File: src/rtl/core/b64enc_pkg.sv
// ----------------------------------------------------------------------------
// b64enc_pkg
// Shared types, constants and the alphabet lookup for the base64 encoder.
// ----------------------------------------------------------------------------
package b64enc_pkg;

  localparam int unsigned CFG_W       = 13;
  localparam int unsigned CHAR_W      = 7;
  localparam int unsigned SYM_W       = 6;
  localparam int unsigned CHARS_MAX   = 4;
  localparam int unsigned IDX_W       = 2;
  localparam int unsigned QUEUE_DEPTH = 2;
  localparam int unsigned QPTR_W      = 1;
  localparam int unsigned QCNT_W      = 2;

  localparam logic [CFG_W-1:0]  OUT_LIMIT_RESET = 13'd128;
  localparam logic [CHAR_W-1:0] PAD_CHAR        = 7'h3D;
  localparam logic [CHAR_W-1:0] NO_CHAR         = 7'h00;

  localparam logic [1:0] PHASE_FIRST  = 2'd0;
  localparam logic [1:0] PHASE_SECOND = 2'd1;
  localparam logic [1:0] PHASE_THIRD  = 2'd2;

  // One encode request: up to four characters, drained in order.
  typedef struct packed {
    logic [CHARS_MAX-1:0][CHAR_W-1:0] chars;
    logic [IDX_W-1:0]                 last_idx;
    logic                             is_last;
    logic                             trunc;
  } job_t;

  typedef struct packed {
    logic full;
    logic empty;
  } q_status_t;

  function automatic logic [CHAR_W-1:0] sym(input logic [SYM_W-1:0] v);
    logic [CHAR_W-1:0] r;
    if (v < 6'd26) begin
      r = 7'h41 + {1'b0, v};
    end else if (v < 6'd52) begin
      r = 7'h61 + {1'b0, v - 6'd26};
    end else if (v < 6'd62) begin
      r = 7'h30 + {1'b0, v - 6'd52};
    end else if (v == 6'd62) begin
      r = 7'h2B;
    end else begin
      r = 7'h2F;
    end
    return r;
  endfunction

endpackage

File: src/rtl/core/b64enc_front.sv
// ----------------------------------------------------------------------------
// b64enc_front
// Accepts bytes, tracks group phase, leftover bits and output count, and
// turns each byte into at most one packed character request for the back end.
// ----------------------------------------------------------------------------
module b64enc_front #(
  parameter int unsigned MAX_OUT_LIMIT = 4096
) (
  input  logic                       clk,
  input  logic                       rst,
  input  logic                       cfg_wr_en,
  input  logic [b64enc_pkg::CFG_W-1:0] cfg_wr_data,
  input  logic                       in_valid,
  output logic                       in_ready,
  input  logic [7:0]                 data_byte,
  input  logic                       is_final,
  input  b64enc_pkg::q_status_t      q_stat,
  output logic                       push,
  output b64enc_pkg::job_t           push_job
);
  import b64enc_pkg::*;

  localparam int unsigned CNT_W = $clog2(MAX_OUT_LIMIT + 1);
  localparam int unsigned LIM_W = ((CNT_W > CFG_W) ? CNT_W : CFG_W) + 1;
  localparam logic [LIM_W-1:0] MAX_LIM = LIM_W'(MAX_OUT_LIMIT);

  logic [CFG_W-1:0] out_limit;
  logic [1:0]       phase, phase_next;
  logic [3:0]       leftover, leftover_next;
  logic [CNT_W-1:0] cnt, cnt_next;
  logic             stopped, stopped_next;

  logic             accept;
  logic [LIM_W-1:0] lim_raw, lim, cnt_plus4;
  logic             stop_now;
  logic [SYM_W-1:0] s0, s1;
  logic [IDX_W-1:0] last_idx;

  assign in_ready = !q_stat.full;
  assign accept   = in_valid && in_ready;

  assign lim_raw   = LIM_W'(out_limit);
  assign lim       = (lim_raw > MAX_LIM) ? MAX_LIM : lim_raw;
  assign cnt_plus4 = LIM_W'(cnt) + LIM_W'(4);
  assign stop_now  = !stopped && (phase == PHASE_FIRST) && (cnt_plus4 >= lim);

  always_comb begin
    phase_next    = phase;
    leftover_next = leftover;
    cnt_next      = cnt;
    stopped_next  = stopped;
    push          = 1'b0;
    s0            = '0;
    s1            = '0;
    last_idx      = '0;
    push_job.chars    = '0;
    push_job.last_idx = '0;
    push_job.is_last  = is_final;
    push_job.trunc    = 1'b0;

    case (phase)
      PHASE_FIRST: begin
        s0       = data_byte[7:2];
        s1       = {data_byte[1:0], 4'b0000};
        last_idx = is_final ? 2'd3 : 2'd0;
      end
      PHASE_SECOND: begin
        s0       = {leftover[1:0], data_byte[7:4]};
        s1       = {data_byte[3:0], 2'b00};
        last_idx = is_final ? 2'd2 : 2'd0;
      end
      default: begin
        s0       = {leftover[3:0], data_byte[7:6]};
        s1       = data_byte[5:0];
        last_idx = 2'd1;
      end
    endcase

    if (stopped || stop_now) begin
      push_job.chars[0] = NO_CHAR;
      push_job.trunc    = 1'b1;
      push_job.is_last  = 1'b1;
    end else begin
      push_job.chars[0] = sym(s0);
      push_job.chars[1] = sym(s1);
      push_job.chars[2] = PAD_CHAR;
      push_job.chars[3] = PAD_CHAR;
      push_job.last_idx = last_idx;
    end

    if (accept) begin
      if (stopped || stop_now) begin
        push         = is_final;
        stopped_next = !is_final;
        if (is_final) begin
          phase_next    = PHASE_FIRST;
          leftover_next = '0;
          cnt_next      = '0;
        end
      end else begin
        push = 1'b1;
        if (is_final) begin
          phase_next    = PHASE_FIRST;
          leftover_next = '0;
          cnt_next      = '0;
        end else begin
          cnt_next = cnt + CNT_W'(last_idx) + CNT_W'(1);
          case (phase)
            PHASE_FIRST: begin
              phase_next    = PHASE_SECOND;
              leftover_next = {2'b00, data_byte[1:0]};
            end
            PHASE_SECOND: begin
              phase_next    = PHASE_THIRD;
              leftover_next = data_byte[3:0];
            end
            default: begin
              phase_next    = PHASE_FIRST;
              leftover_next = '0;
            end
          endcase
        end
      end
    end
  end

  always_ff @(posedge clk) begin
    if (rst) begin
      out_limit <= OUT_LIMIT_RESET;
      phase     <= PHASE_FIRST;
      leftover  <= '0;
      cnt       <= '0;
      stopped   <= 1'b0;
    end else begin
      if (cfg_wr_en) begin
        out_limit <= cfg_wr_data;
      end
      phase    <= phase_next;
      leftover <= leftover_next;
      cnt      <= cnt_next;
      stopped  <= stopped_next;
    end
  end

endmodule

File: src/rtl/core/b64enc_queue.sv
// ----------------------------------------------------------------------------
// b64enc_queue
// Two-entry request queue between the byte front end and the character
// back end.
// ----------------------------------------------------------------------------
module b64enc_queue (
  input  logic                  clk,
  input  logic                  rst,
  input  logic                  push,
  input  b64enc_pkg::job_t      push_job,
  input  logic                  pop,
  output b64enc_pkg::job_t      head,
  output b64enc_pkg::q_status_t q_stat
);
  import b64enc_pkg::*;

  job_t              entries [QUEUE_DEPTH];
  logic [QPTR_W-1:0] wr_ptr, rd_ptr;
  logic [QCNT_W-1:0] count;
  logic              do_push, do_pop;

  assign q_stat.full  = (count == QCNT_W'(QUEUE_DEPTH));
  assign q_stat.empty = (count == '0);
  assign head         = entries[rd_ptr];

  assign do_push = push && !q_stat.full;
  assign do_pop  = pop && !q_stat.empty;

  always_ff @(posedge clk) begin
    if (do_push) begin
      entries[wr_ptr] <= push_job;
    end
  end

  always_ff @(posedge clk) begin
    if (rst) begin
      wr_ptr <= '0;
      rd_ptr <= '0;
      count  <= '0;
    end else begin
      if (do_push) begin
        wr_ptr <= wr_ptr + QPTR_W'(1);
      end
      if (do_pop) begin
        rd_ptr <= rd_ptr + QPTR_W'(1);
      end
      case ({do_push, do_pop})
        2'b10:   count <= count + QCNT_W'(1);
        2'b01:   count <= count - QCNT_W'(1);
        default: count <= count;
      endcase
    end
  end

endmodule

File: src/rtl/core/b64enc_back.sv
// ----------------------------------------------------------------------------
// b64enc_back
// Drains queued requests into a registered output, one character per cycle when not stalled.
// ----------------------------------------------------------------------------
module b64enc_back (
  input  logic                          clk,
  input  logic                          rst,
  input  b64enc_pkg::job_t              head,
  input  b64enc_pkg::q_status_t         q_stat,
  output logic                          pop,
  output logic                          out_valid,
  input  logic                          out_ready,
  output logic [b64enc_pkg::CHAR_W-1:0] char_code,
  output logic                          char_valid,
  output logic                          run_end,
  output logic                          truncated
);
  import b64enc_pkg::*;

  job_t             job;
  logic             job_valid;
  logic [IDX_W-1:0] idx;
  logic             emit, job_done;

  assign emit     = job_valid && (!out_valid || out_ready);
  assign job_done = emit && (idx == job.last_idx);
  assign pop      = !q_stat.empty && (!job_valid || job_done);

  always_ff @(posedge clk) begin
    if (pop) begin
      job <= head;
    end
    if (emit) begin
      char_code  <= job.chars[idx];
      char_valid <= !job.trunc;
      run_end    <= job.is_last && (idx == job.last_idx);
      truncated  <= job.trunc;
    end
  end

  always_ff @(posedge clk) begin
    if (rst) begin
      job_valid <= 1'b0;
      idx       <= '0;
      out_valid <= 1'b0;
    end else begin
      if (emit) begin
        out_valid <= 1'b1;
      end else if (out_ready) begin
        out_valid <= 1'b0;
      end
      if (pop) begin
        job_valid <= 1'b1;
        idx       <= '0;
      end else if (job_done) begin
        job_valid <= 1'b0;
      end else if (emit) begin
        idx <= idx + IDX_W'(1);
      end
    end
  end

endmodule

File: src/rtl/core/base64_stream_encoder_top.sv
// ----------------------------------------------------------------------------
// base64_stream_encoder_top
// Streaming base64 encoder with output length limit and '=' padding.
// ----------------------------------------------------------------------------
//  channel  handshake             payload
//  input    in_valid/in_ready     data_byte, is_final
//  output   out_valid/out_ready   char_code, char_valid, run_end, truncated
//  config   cfg_wr_en             cfg_wr_data (out_limit)
//
//  A byte is taken whenever the two-entry request queue has room.
//  The character back end emits one result per cycle while out_ready does not
//  stall it; a byte yields up to 4 characters, 4/3 on average in a long string.
//  Synchronous reset clears all string state and restores out_limit to 128.
//  Output stalls back up through the queue; the front holds in_ready low when
//  the queue is full.
// ----------------------------------------------------------------------------
module base64_stream_encoder_top #(
  parameter int unsigned MAX_OUT_LIMIT = 4096
) (
  input  logic                          clk,
  input  logic                          rst,
  input  logic                          cfg_wr_en,
  input  logic [b64enc_pkg::CFG_W-1:0]  cfg_wr_data,
  input  logic                          in_valid,
  output logic                          in_ready,
  input  logic [7:0]                    data_byte,
  input  logic                          is_final,
  output logic                          out_valid,
  input  logic                          out_ready,
  output logic [b64enc_pkg::CHAR_W-1:0] char_code,
  output logic                          char_valid,
  output logic                          run_end,
  output logic                          truncated
);
  import b64enc_pkg::*;

  job_t      push_job, head;
  q_status_t q_stat;
  logic      push, pop;

  b64enc_front #(
    .MAX_OUT_LIMIT(MAX_OUT_LIMIT)
  ) u_front (
    .clk        (clk),
    .rst        (rst),
    .cfg_wr_en  (cfg_wr_en),
    .cfg_wr_data(cfg_wr_data),
    .in_valid   (in_valid),
    .in_ready   (in_ready),
    .data_byte  (data_byte),
    .is_final   (is_final),
    .q_stat     (q_stat),
    .push       (push),
    .push_job   (push_job)
  );

  b64enc_queue u_queue (
    .clk     (clk),
    .rst     (rst),
    .push    (push),
    .push_job(push_job),
    .pop     (pop),
    .head    (head),
    .q_stat  (q_stat)
  );

  b64enc_back u_back (
    .clk       (clk),
    .rst       (rst),
    .head      (head),
    .q_stat    (q_stat),
    .pop       (pop),
    .out_valid (out_valid),
    .out_ready (out_ready),
    .char_code (char_code),
    .char_valid(char_valid),
    .run_end   (run_end),
    .truncated (truncated)
  );

`ifndef SYNTHESIS
  a_reset_clears : assert property (@(posedge clk)
    rst |=> (!out_valid && in_ready))
    else $error("outputs not idle after reset");

  a_trunc_form : assert property (@(posedge clk) disable iff (rst)
    (out_valid && truncated) |-> (!char_valid && run_end && char_code == NO_CHAR))
    else $error("malformed truncation result");

  a_invalid_only_trunc : assert property (@(posedge clk) disable iff (rst)
    (out_valid && !char_valid) |-> truncated)
    else $error("non-valid character outside truncation");
`endif

endmodule
File: config.mk
export PLATFORM = sky130hd
export DESIGN_NAME = base64_stream_encoder_top
export DESIGN_NICKNAME = d
export VERILOG_FILES = /design/src/rtl/core/b64enc_pkg.sv /design/src/rtl/core/b64enc_front.sv /design/src/rtl/core/b64enc_queue.sv /design/src/rtl/core/b64enc_back.sv /design/src/rtl/core/base64_stream_encoder_top.sv
export SDC_FILE = /design/constraint.sdc
export NUM_CORES = 1
export LEC_CHECK = 0
export BUFFER_PORTS_ARGS = -buffer_cell sky130_fd_sc_hd__clkbuf_2
export CAP_MARGIN = 25
export CORE_MARGIN = 8
export CORE_UTILIZATION = 50
export CTS_CLUSTER_SIZE = 25
export DETAILED_ROUTE_END_ITERATION = 6
export PLACE_DENSITY = 0.68
export SYNTH_ARGS = -nofsm -noshare
export SYNTH_HDL_FRONTEND = slang
export SYNTH_SLANG_ARGS = --single-unit
File: constraint.sdc
create_clock -name clk -period 7.3 [get_ports clk]
set_input_delay 0.365 -clock clk [delete_from_list [all_inputs] [get_ports clk]]
set_output_delay 0.365 -clock clk [all_outputs]
set_load 0.05 [all_outputs]
==> results of run 1 <==
[final cells by class]
cell class	instances	area (um^2)
clock buffers	9	225.2
fillers	1048	5321
inverters	27	101.3
repair buffers	39	197.7
well taps	147	183.9
multi-input cells	404	2990
flip-flops and latches	108	2833
clock inverters	7	58.81
[flip-flops by register name (all words and copies together) (netlist names), 2 cells and up]
name,cells
u_back.char_code,7
u_back.idx,2
u_back.job,19
u_front.cnt,13
u_front.leftover,4
u_front.out_limit,13
u_front.phase,2
u_queue.count,2
u_queue.entries,38
[per-layer routing]
| layer | GRT usage [%] | share of wire [%] | vias up |
|---|---|---|---|
| li1 | - | - | 2088 |
| met1 | 19.80 | 47 | 1959 |
| met2 | 25.13 | 47 | 71 |
| met3 | 4.008 | 4.8 | 10 |
| met4 | 5.308 | 0.97 | 0 |
| met5 | 0 | 0 | - |
[worst register-to-register path, delay by kind of cell (launching register included)]
family,cells,cell delay (ns)
fa+ha+maj,1,0.29
buf+inv,1,0.24
flops,1,0.73
compound gates,5,1.71
mux,1,0.16
simple gates,2,0.18
[synth_stat cells, types with 15 or more instances]
master    number
nor2_1        49
mux2_2        22
edfxtp_1      67
nand2_1       51
dfxtp_1       41
mux2i_1       18
nand3_1       15
inv_1         26
a21oi_1       29
xnor2_1       23
ha_1          37
[power groups by stage]
| stage | Clock, uW | Combinational (uW) | Sequential (uW) |
|---|---|---|---|
| floorplan | 0 | 376 | 959 |
| global placement | 0 | 530 | 915 |
| detailed placement | 0 | 540 | 920 |
| CTS | 482 | 542 | 906 |
| global route | 508 | 593 | 924 |
| finish | 467 | 536 | 904 |
[path summary, 6_finish.rpt]
check | from | to | depth (start not counted)
min | cfg_wr_data[7] | u_front.out_limit[7]$_SDFFE_PP1P_ | 2
min reg2reg | u_back.job[0]$_DFFE_PP_ | u_back.truncated$_DFFE_PP_ | 0
max reg2reg | u_front.phase[0]$_SDFFE_PP0P_ | u_queue.entries[1][5]$_DFFE_PP_ | 10
max | u_front.phase[0]$_SDFFE_PP0P_ | u_queue.entries[1][5]$_DFFE_PP_ | 10
[kinds of logic (layout without fill, tap and decap cells)]
group,count (synthesis),after routing
compound gates,110,110
xor+xnor,36,36
fa+ha+maj,38,38
buf+inv,50,82
flops,108,108
mux,47,47
simple gates,173,173
[stage by stage]
stage	hold slack, ns	util, %	cell area (um^2)	setup WS [ns]	instances
global placement	0.4298	52.94	6306	3.772	725
floorplan	0.4264	-	6057	3.917	562
global route	0.2106	55.33	6590	3.421	741
detailed placement	0.4444	52.94	6306	3.701	725
finish	0.2237	55.33	6590	3.716	741
CTS	0.2142	55.33	6590	3.677	741
==> flow_metrics.tcl, run 1 <==
set metrics [dict create \
    drive_above_1_share_pct 17.34 \
    nets 654 \
    dp_hpwl_mm 8.801 \
    initial_core_util_pct 50.85 \
    period_minus_slack_ns 3.584 \
    grt_pass1_vias 4153 \
    yosys.area_share.adder_pct 7.974 \
    syn_area_per_cell_um2 10.78 \
    cts_setup_buffers 0 \
    crit_buf_inv 1 \
    hold_class "in -> reg" \
    yosys.area_share.simple_pct 13.82 \
    area_delta_synth_final_pct 8.800 \
    worst_ep_arrival_time_ns 3.68 \
    finalHoldViolations 0 \
    ys_seq_area_share_pct 46.77 \
    synth_nets 627 \
    drt_iter0_markers 181 \
    p_per_area_nw_per_um2 289.3 \
    io_buffers 38 \
    max_slew.worst_pin.slew_ns 0.9277 \
    synth_xor_area_share_pct 5.453 \
    total_power_uw 1907 \
    cp_max_fo 14 \
    end_kind "flop" \
    cts_resized 0 \
    peakVddDrop_mv 0.1324 \
    cts-buffers-inserted 9 \
    vias 4128 \
    slowest_delay_ns 0.73 \
    power.leakage_uw 0.002510 \
    cp.required_ns 7.39 \
    vias_per_cell 5.571 \
    maxCapViolCount 0 \
    fp.dieW_um 126.1 \
    hold_buffers 0 \
    swShare_pct 33.12 \
    grt_max_degree 27 \
    path_delay_family "compound AO/OA/AOI/OAI gates" \
    clockBufferDepth 2 \
    gr-total-overflow 0 \
    track_usage_pct 15.55 \
    power.share.clock_pct 24.5 \
    placementRows 40 \
    wl_mm 11.75 \
    clk_pin_slew_worst_paths_ns 0.07 \
    synth_compound_area_share_pct 12.83 \
    grt_pass1_wl_mm 20.09 \
    synthTopCellsByArea "edfxtp_1, dfxtp_1, ha_1" \
    grt_antenna_before_repair 0 \
    power_switching_uw 631.4 \
    clock_latency_ns 0.35 \
    syn_inst 562 \
    synth.largest_area_cell "edfxtp_1" \
    drv_slew 0 \
    p_int_uw 1275 \
    synth_warnings 0 \
    drtAntennaViolNets 0 \
    root_buffer "clkbuf_16" \
    path_cells "mux2i_1 -> o21ai_0 -> inv_1 -> ha_1 -> a31o_2 -> a31oi_4 -> o21a_1 -> nor3_1 -> a221oi_1 -> nor2_1" \
    maxSlewHeadroom_pct 38.07 \
    synth_top_family_by_area "simple AND/OR/NAND/NOR gates" \
    dr.pass1.iters 4 \
    r2r_setup_slack_ns 3.72 \
    die_area_um2 15890 \
    num_io_pins 39 \
    cp-start-kind "flop" \
    clock-sinks 108 \
    route.detailed.drc 0 \
    final_cell_mix "edfxtp_1, nand2_1, nor2_1, dfxtp_1, clkbuf_2" \
    fmax_mhz 279.0 \
    comb_power_share_pct 28.1 \
    yosys_most_used_dff "edfxtp_1" \
    core_um2 11910 \
    syn-cell-area_um2 6057 \
    ys_ff_latch 108 \
    gp_congestion 0.8612 \
    htree_levels 3 \
    status "finished clean" \
    finClkSkew_ns 0.007910 \
    async_reset_ff_share_pct 0 \
    yosysUniqueCellTypes 72 \
    synth-edff-count 67 \
    cts_tree "done" \
    rsz0062_at_grt "false" \
    cp_slowest_cell "dfxtp_1" \
    pwr-share-seq_pct 47.4 \
    mostFrequentLayoutCell "edfxtp_1" \
    setup_viol 0 \
    synth_top_area_share_pct 33.22 \
    wire_per_inst_um 15.85 \
    diodes 0 \
    fin_crit_sh_pct 49.09 \
    dieHeight_um 126.1 \
    synth_mux_area_share_pct 9.296 \
    tns_ns 0 \
    path_class "reg -> reg" \
]
No activity file was read; power rests on OpenSTA's default activity.
==> inputs of run 2 (changes only) <==
ABC_AREA = 1   (was not set)
clock period = 3.4 ns   (was 7.3 ns; I/O delays follow)
==> run 2 against run 1 <==
Synthesized cell count increased by 36%. Utilization increased by 2.1 points. Via count increased by 19%. Wire length increased by 8.9%. Clock power increased by 130%.
==> flow_metrics.tcl, run 2 <==
set metrics [dict create \
    p_per_area_nw_per_um2 660.6 \
    synth-edff-count 67 \
    yosys_most_used_dff "edfxtp_1" \
    fmax_mhz 318.2 \
    hold_class "in -> reg" \
    max_slew.worst_pin.slew_ns 0.7878 \
    synth.largest_area_cell "edfxtp_1" \
    cp-start-kind "flop" \
    wl_mm 12.79 \
    root_buffer "clkbuf_16" \
    power.leakage_uw 0.003215 \
    final_cells 977 \
    crit_buf_inv 3 \
    clock-sinks 108 \
    ys_seq_area_share_pct 45.43 \
    rr_startpoint "u_front.cnt[2]$_SDFFE_PP0P_" \
    die_area_um2 16300 \
    end_kind "flop" \
    cp.required_ns 3.50 \
    whs_ns 0.03405 \
    syn_inst 765 \
    dieHeight_um 127.7 \
    total_power_uw 4594 \
    initial_core_util_pct 51.48 \
    regMostFlops "u_queue.entries" \
    slowest_delay_ns 0.38 \
    synth_common_cells "nand2_1, inv_1, nor2_1, edfxtp_1, nand3_1" \
    diodes 0 \
    grt_pass1_vias 4579 \
    clock_latency_ns 0.35 \
    drv_slew 0 \
    setup_viol 0 \
    worstSetupPathDepth 17 \
    synth_nets 830 \
    grt_pass1_wl_mm 21.47 \
    clockBufferDepth 2 \
    path_cells "ha_4 -> nand2_1 -> inv_2 -> nand4_1 -> nor4_2 -> xor2_1 -> ha_1 -> nand3_1 -> nor3_1 -> nand2_1 -> nand2_1 -> nand2_2 -> nand2_2 -> buf_4 -> clkinv_1 -> o21ai_0 -> nor2_1" \
    peakVddDrop_mv 0.2913 \
    drt_iter0_markers 365 \
    top_regs "u_queue.entries (38), u_back.job (19)" \
    rsz0062_at_grt "false" \
    path_delay_family "simple AND/OR/NAND/NOR gates" \
    dp_hpwl_mm 9.605 \
    clk_pin_slew_worst_paths_ns 0.08 \
    io_buffers 38 \
    num_io_pins 39 \
    r2r_setup_slack_ns 0.26 \
    final_cell_mix "nand2_1, inv_1, nor2_1, edfxtp_1, nand3_1" \
    track_usage_pct 16.19 \
    regArea_um2 2840 \
    cts_tree "done" \
    gr-total-overflow 0 \
    status "finished clean" \
    fill_cells 1081 \
    syn-cell-area_um2 6235 \
    path_common_cell "nand2_1" \
    hold_buffers 0 \
    cts-buffers-inserted 9 \
    worstSetupStartpoint "u_front.cnt[2]$_SDFFE_PP0P_" \
    route.detailed.drc 0 \
    syn_area_per_cell_um2 8.150 \
    drive_above_1_share_pct 14.09 \
    vias_per_cell 5.011 \
    yosysUniqueCellTypes 40 \
    cp_max_fo 13 \
    finClkSkew_ns 0.007556 \
    synth_warnings 0 \
    gp_congestion 0.8770 \
    finalHoldViolations 0 \
    fp.dieW_um 127.7 \
    synthTopCellsByArea "edfxtp_1, dfxtp_1, nand2_1" \
    tns_ns 0 \
    r2r_end "u_queue.entries[1][9]$_DFFE_PP_" \
    htree_levels 3 \
    grt_antenna_before_repair 0 \
    ys_ff_latch 108 \
    placementRows 40 \
    drtAntennaViolNets 0 \
    endpoint "u_queue.entries[1][9]$_DFFE_PP_" \
    nets 869 \
    fin_crit_sh_pct 92.44 \
    core_um2 12110 \
    area_delta_synth_final_pct 11.56 \
    worst_ep_arrival_time_ns 3.24 \
    cp_slowest_cell "dfxtp_4" \
    reg2reg_depth 17 \
    mostFrequentLayoutCell "nand2_1" \
    async_reset_ff_share_pct 0 \
    grt_max_degree 36 \
    yosysMostFrequentCell "nand2_1" \
    vias 4896 \
    synth_top_area_share_pct 32.27 \
    period_minus_slack_ns 3.143 \
    maxCapViolCount 0 \
    largest_register_ffs 38 \
    multi_input_area_um2 2987 \
    place_inst 958 \
    post-route-util_pct 57.43 \
    wire_per_inst_um 13.09 \
    dr.pass1.iters 5 \
    path_class "reg -> reg" \
    maxSlewHeadroom_pct 47.29 \
]
==> run 2: cell types whose count changed after synthesis, sizes merged, moves of 12 or more <==
| cell | before | now |
|---|---|---|
| inv | 27 | 86 |
| nor2 | 49 | 84 |
| nor2b | 13 | 0 |
| a211oi | 14 | 2 |
| nand2 | 52 | 219 |
| mux2i | 22 | 0 |
| o21ai | 17 | 47 |
| mux2 | 25 | 0 |
| nand3 | 15 | 66 |
| xor2 | 12 | 24 |
| xnor2 | 24 | 9 |
==> run 2: logic make-up (layout without fill, tap and decap cells) <==
kind of cell	count (synthesis)	after routing	share of synthesized area [%]
adders and majority gates	38	38	7.746
xor gates and xnor gates	33	33	4.636
AOI/OAI and AO/OA	81	81	6.944
buffers and inverters	111	155	7.325
DFF	108	108	45.43
and+or+nand+nor	394	394	27.92
==> run 2: metal layers <==
layer | track usage (%) | up-vias | share of wire (%)
met2 | 24.18 | 116 | 43
met5 | 0 | - | 0
met4 | 4.895 | 0 | 0.63
li1 | - | 2574 | -
met3 | 3.577 | 4 | 4.6
met1 | 22.80 | 2202 | 51
==> run 2: how the worst min path moves through the flow <==
stage	to	cells after the start	start	slack, ns
after detailed placement	u_front.out_limit[7]$_SDFFE_PP1P_	3	cfg_wr_data[7]	0.40
after floorplan	u_back.job_valid$_SDFFE_PP0P_	1	rst	0.24
after CTS	u_front.out_limit[7]$_SDFFE_PP1P_	3	cfg_wr_data[7]	0.02
final	u_front.out_limit[7]$_SDFFE_PP1P_	3	cfg_wr_data[7]	0.03
after global routing	u_front.out_limit[7]$_SDFFE_PP1P_	3	cfg_wr_data[7]	0.03
after global placement	u_front.out_limit[7]$_SDFFE_PP1P_	3	cfg_wr_data[7]	0.38
==> run 2: repair_timing <==
action	CTS	global route
setup endpoints to repair	0	65
hold endpoints to repair	0	0
setup buffers	0	2
resized for setup	0	15
==> run 2: area by class of cell <==
type,instances,area share [%]
clock inverters,7,1.169
multi-input cells,546,42.94
clock buffers,9,3.238
repair buffers,49,3.922
repair inverters,1,0.07196
inverters,89,4.803
flip-flops and latches,108,40.83
well taps,168,3.022
==> run 2: stage by stage <==
step	cell area [um^2]	setup WS [ns]
floorplan	6237	0.1638
global placement	6583	0.3592
detailed placement	6583	0.1828
CTS	6889	0.1418
global route	6955	0.003783
finish	6955	0.2570
==> run 2: worst reg2reg max path, cell delays in order, from the launching register on <==
cell	delay (ns)
dfxtp_4	0.38
ha_4	0.15
nand2_1	0.08
inv_2	0.08
nand4_1	0.18
nor4_2	0.34
xor2_1	0.11
ha_1	0.32
nand3_1	0.10
nor3_1	0.16
nand2_1	0.08
nand2_1	0.08
nand2_2	0.06
nand2_2	0.08
buf_4	0.18
clkinv_1	0.27
o21ai_0	0.16
nor2_1	0.09
==> run 2: where the power goes <==
| group | leakage, uW | total (uW) | switching (uW) | internal, uW |
|---|---|---|---|---|
| sequential | 0.000966 | 1990 | 116 | 1880 |
| combinational | 0.00210 | 1540 | 1100 | 440 |
| clock | 0.000153 | 1070 | 531 | 535 |
| total | 0.00322 | 4590 | 1740 | 2850 |
==> inputs of run 3 (changes only) <==
CAP_MARGIN = 10   (was 25)
PLACE_DENSITY = 0.7   (was 0.68)
clock period = 2.6 ns   (was 3.4 ns; I/O delays follow)
==> run 3 against run 2 <==
The flow now finishes with violations (setup timing). Final cell count is 6.2% higher. Fmax increased by 8.9%. Global-route usage rose by 1.5 points. Sequential power is 32% higher. Clock-buffer cell count unchanged. Flip-flop and latch count unchanged. Sequential share of layout area is 4.6 points lower. Register-to-register slack worse by 0.54 ns. Combinational power grew 60%. Power increased by 41%. Setup slack got worse by 0.54 ns. Die area is the same.
==> flow_metrics.tcl, run 3 (synthesized netlist as in run 2, its figures left out) <==
set metrics [dict create \
    path_delay_family "simple AND/OR/NAND/NOR gates" \
    htree_levels 3 \
    grt_pass1_wl_mm 23.47 \
    vias 5274 \
    reg2reg_depth 24 \
    num_io_pins 39 \
    hp-start "cfg_wr_data[9]" \
    vias_per_cell 5.081 \
    setup_ws_ns -0.2862 \
    gr-total-overflow 0 \
    clockBufferDepth 2 \
    clock-sinks 108 \
    path_common_cell "nand2_1" \
    regArea_um2 2841 \
    drv_slew 0 \
    r2r_end "u_queue.count[1]$_SDFFE_PP0P_" \
    finalHoldViolations 0 \
    rsz0062_at_grt "true" \
    finClkSkew_ns 0.01529 \
    diodes 0 \
    cp-start-kind "flop" \
    path_class "reg -> reg" \
    crit_buf_inv 4 \
    clk_pin_slew_worst_paths_ns 0.08 \
    dieHeight_um 127.7 \
    track_usage_pct 17.73 \
    grt_antenna_before_repair 0 \
    cts_tree "done" \
    worst_ep_arrival_time_ns 3.18 \
    fin_area_um2 7833 \
    dr.pass1.iters 5 \
    root_buffer "clkbuf_16" \
    io_buffers 38 \
    p_per_area_nw_per_um2 825.4 \
    largest_register_ffs 38 \
    post_dp_cell_area_um2 7133 \
    fp.dieW_um 127.7 \
    status "finished with violations" \
    max_slew.worst_pin.slew_ns 0.6243 \
    maxSlewHeadroom_pct 58.33 \
    top_regs "u_queue.entries (38), u_back.job (19)" \
    cp.required_ns 2.89 \
    final_cells 1038 \
    grt_max_degree 40 \
    nets 930 \
    fin_crit_sh_pct 111.0 \
    peakVddDrop_mv 0.3857 \
    wl_mm 14.09 \
    drive_above_1_share_pct 23.22 \
    area_delta_synth_final_pct 25.63 \
    r2r_setup_slack_ns -0.29 \
    cp_slowest_cell "dfxtp_1" \
    fmax_mhz 346.5 \
    hold_class "in -> reg" \
    die_area_um2 16300 \
    whs_path_depth 3 \
    cts-buffers-inserted 9 \
    clock_latency_ns 0.36 \
    grt_pass1_vias 5067 \
    slowest_delay_ns 0.31 \
    drt_iter0_markers 324 \
    final_cell_mix "nand2_1, inv_1, nor2_1, edfxtp_1, buf_4" \
    route.detailed.drc 0 \
    multi_input_area_um2 3244 \
    period_minus_slack_ns 2.886 \
    path_cells "nor4_1 -> nand2_1 -> nor3_2 -> a21oi_2 -> inv_2 -> buf_12 -> nand2_1 -> ha_1 -> nand2_1 -> inv_1 -> nand2_1 -> a21oi_2 -> nor2_1 -> nand2_1 -> nand2_2 -> nand2_4 -> nand2_4 -> nand2_4 -> ha_4 -> inv_4 -> nand2_4 -> nor2_4 -> o21ai_1 -> a21oi_1" \
    power.leakage_uw 0.003619 \
    fill_cells 1031 \
    end_kind "flop" \
    rr_startpoint "u_front.out_limit[6]$_SDFFE_PP0P_" \
    violations "setup timing" \
    core_um2 12110 \
    holdPathEnd "u_front.out_limit[9]$_SDFFE_PP0P_" \
    setup_viol 90 \
    placementRows 40 \
    wire_per_inst_um 13.57 \
    gp_congestion 0.9103 \
    dp_hpwl_mm 10.38 \
    mostFrequentLayoutCell "nand2_1" \
    cp_max_fo 11 \
    initial_core_util_pct 51.48 \
    drtAntennaViolNets 0 \
    regMostFlops "u_queue.entries" \
    place_inst 1009 \
    maxCapViolCount 0 \
]
## run 3: cell type report
type                       count  share of cell area (%)
multi-input combinational    546                   41.42
sequential                   108                   36.28
timing repair buffer         111                   11.21
inverter                      89                   4.505
clock buffer                   9                   2.875
tap                          168                   2.684
clock inverter                 7                   1.022
## run 3: metal layers
layer / global-route usage [%] / part of all wire, % / routed length (um)
met5: 0 / 0 / 0
met4: 5.105 / 1.1 / 152
met3: 4.077 / 6.0 / 849
met2: 28.84 / 46 / 6538
met1: 23.04 / 46 / 6546
## run 3: metrics by stage
stage               setup WS, ns  hold WS [ns]  power (uW)  setup TNS, ns  utilization, %
floorplan                -0.3362        0.1991        4191         -10.37               -
global route             -0.5020       0.03122        6884         -34.59           64.67
finish                   -0.2862      0.005975        6465         -15.98           64.67
CTS                      -0.2881     0.0001412        6418         -15.47           64.00
global placement         -0.3701        0.3542        4750         -21.57           58.89
detailed placement       -0.4363        0.3603        4838         -25.36           58.89
## run 3: power by group
group          switching, uW  leakage, uW  internal, uW
Clock                    629     0.000144           760
Combinational           1610      0.00251           851
Sequential               160     0.000967          2450
Total                   2400      0.00362          4070
## run 3: worst max path at each step
stage | slack, ns | start | cells past startpoint | endpoint
global route | -0.50 | u_front.cnt[2]$_SDFFE_PP0P_ | 21 | u_queue.count[1]$_SDFFE_PP0P_
finish | -0.29 | u_front.out_limit[6]$_SDFFE_PP0P_ | 24 | u_queue.count[1]$_SDFFE_PP0P_
floorplan | -0.34 | u_front.out_limit[7]$_SDFFE_PP1P_ | 20 | u_queue.entries[0][0]$_DFFE_PP_
CTS | -0.29 | u_front.out_limit[4]$_SDFFE_PP0P_ | 24 | u_queue.count[1]$_SDFFE_PP0P_
detailed placement | -0.44 | u_front.out_limit[7]$_SDFFE_PP1P_ | 24 | u_queue.count[1]$_SDFFE_PP0P_
global placement | -0.37 | u_front.out_limit[7]$_SDFFE_PP1P_ | 20 | u_queue.entries[0][13]$_DFFE_PP_
## run 3: tightest hold or removal path: cells and delay by family
family / cells / cell delay, ns
buffers and inverters: 1 / 0.08
and+or+nand+nor: 2 / 0.12
## run 3: timing repair
action / in CTS / in global routing
pin swaps: 11 / 20
hold buffers: 6 / 0
endpoints found under the setup margin: 98 / 99
gates cloned: 1 / 1
endpoints found under the hold margin: 6 / 0
resized for setup: 39 / 17
setup buffers: 5 / 1
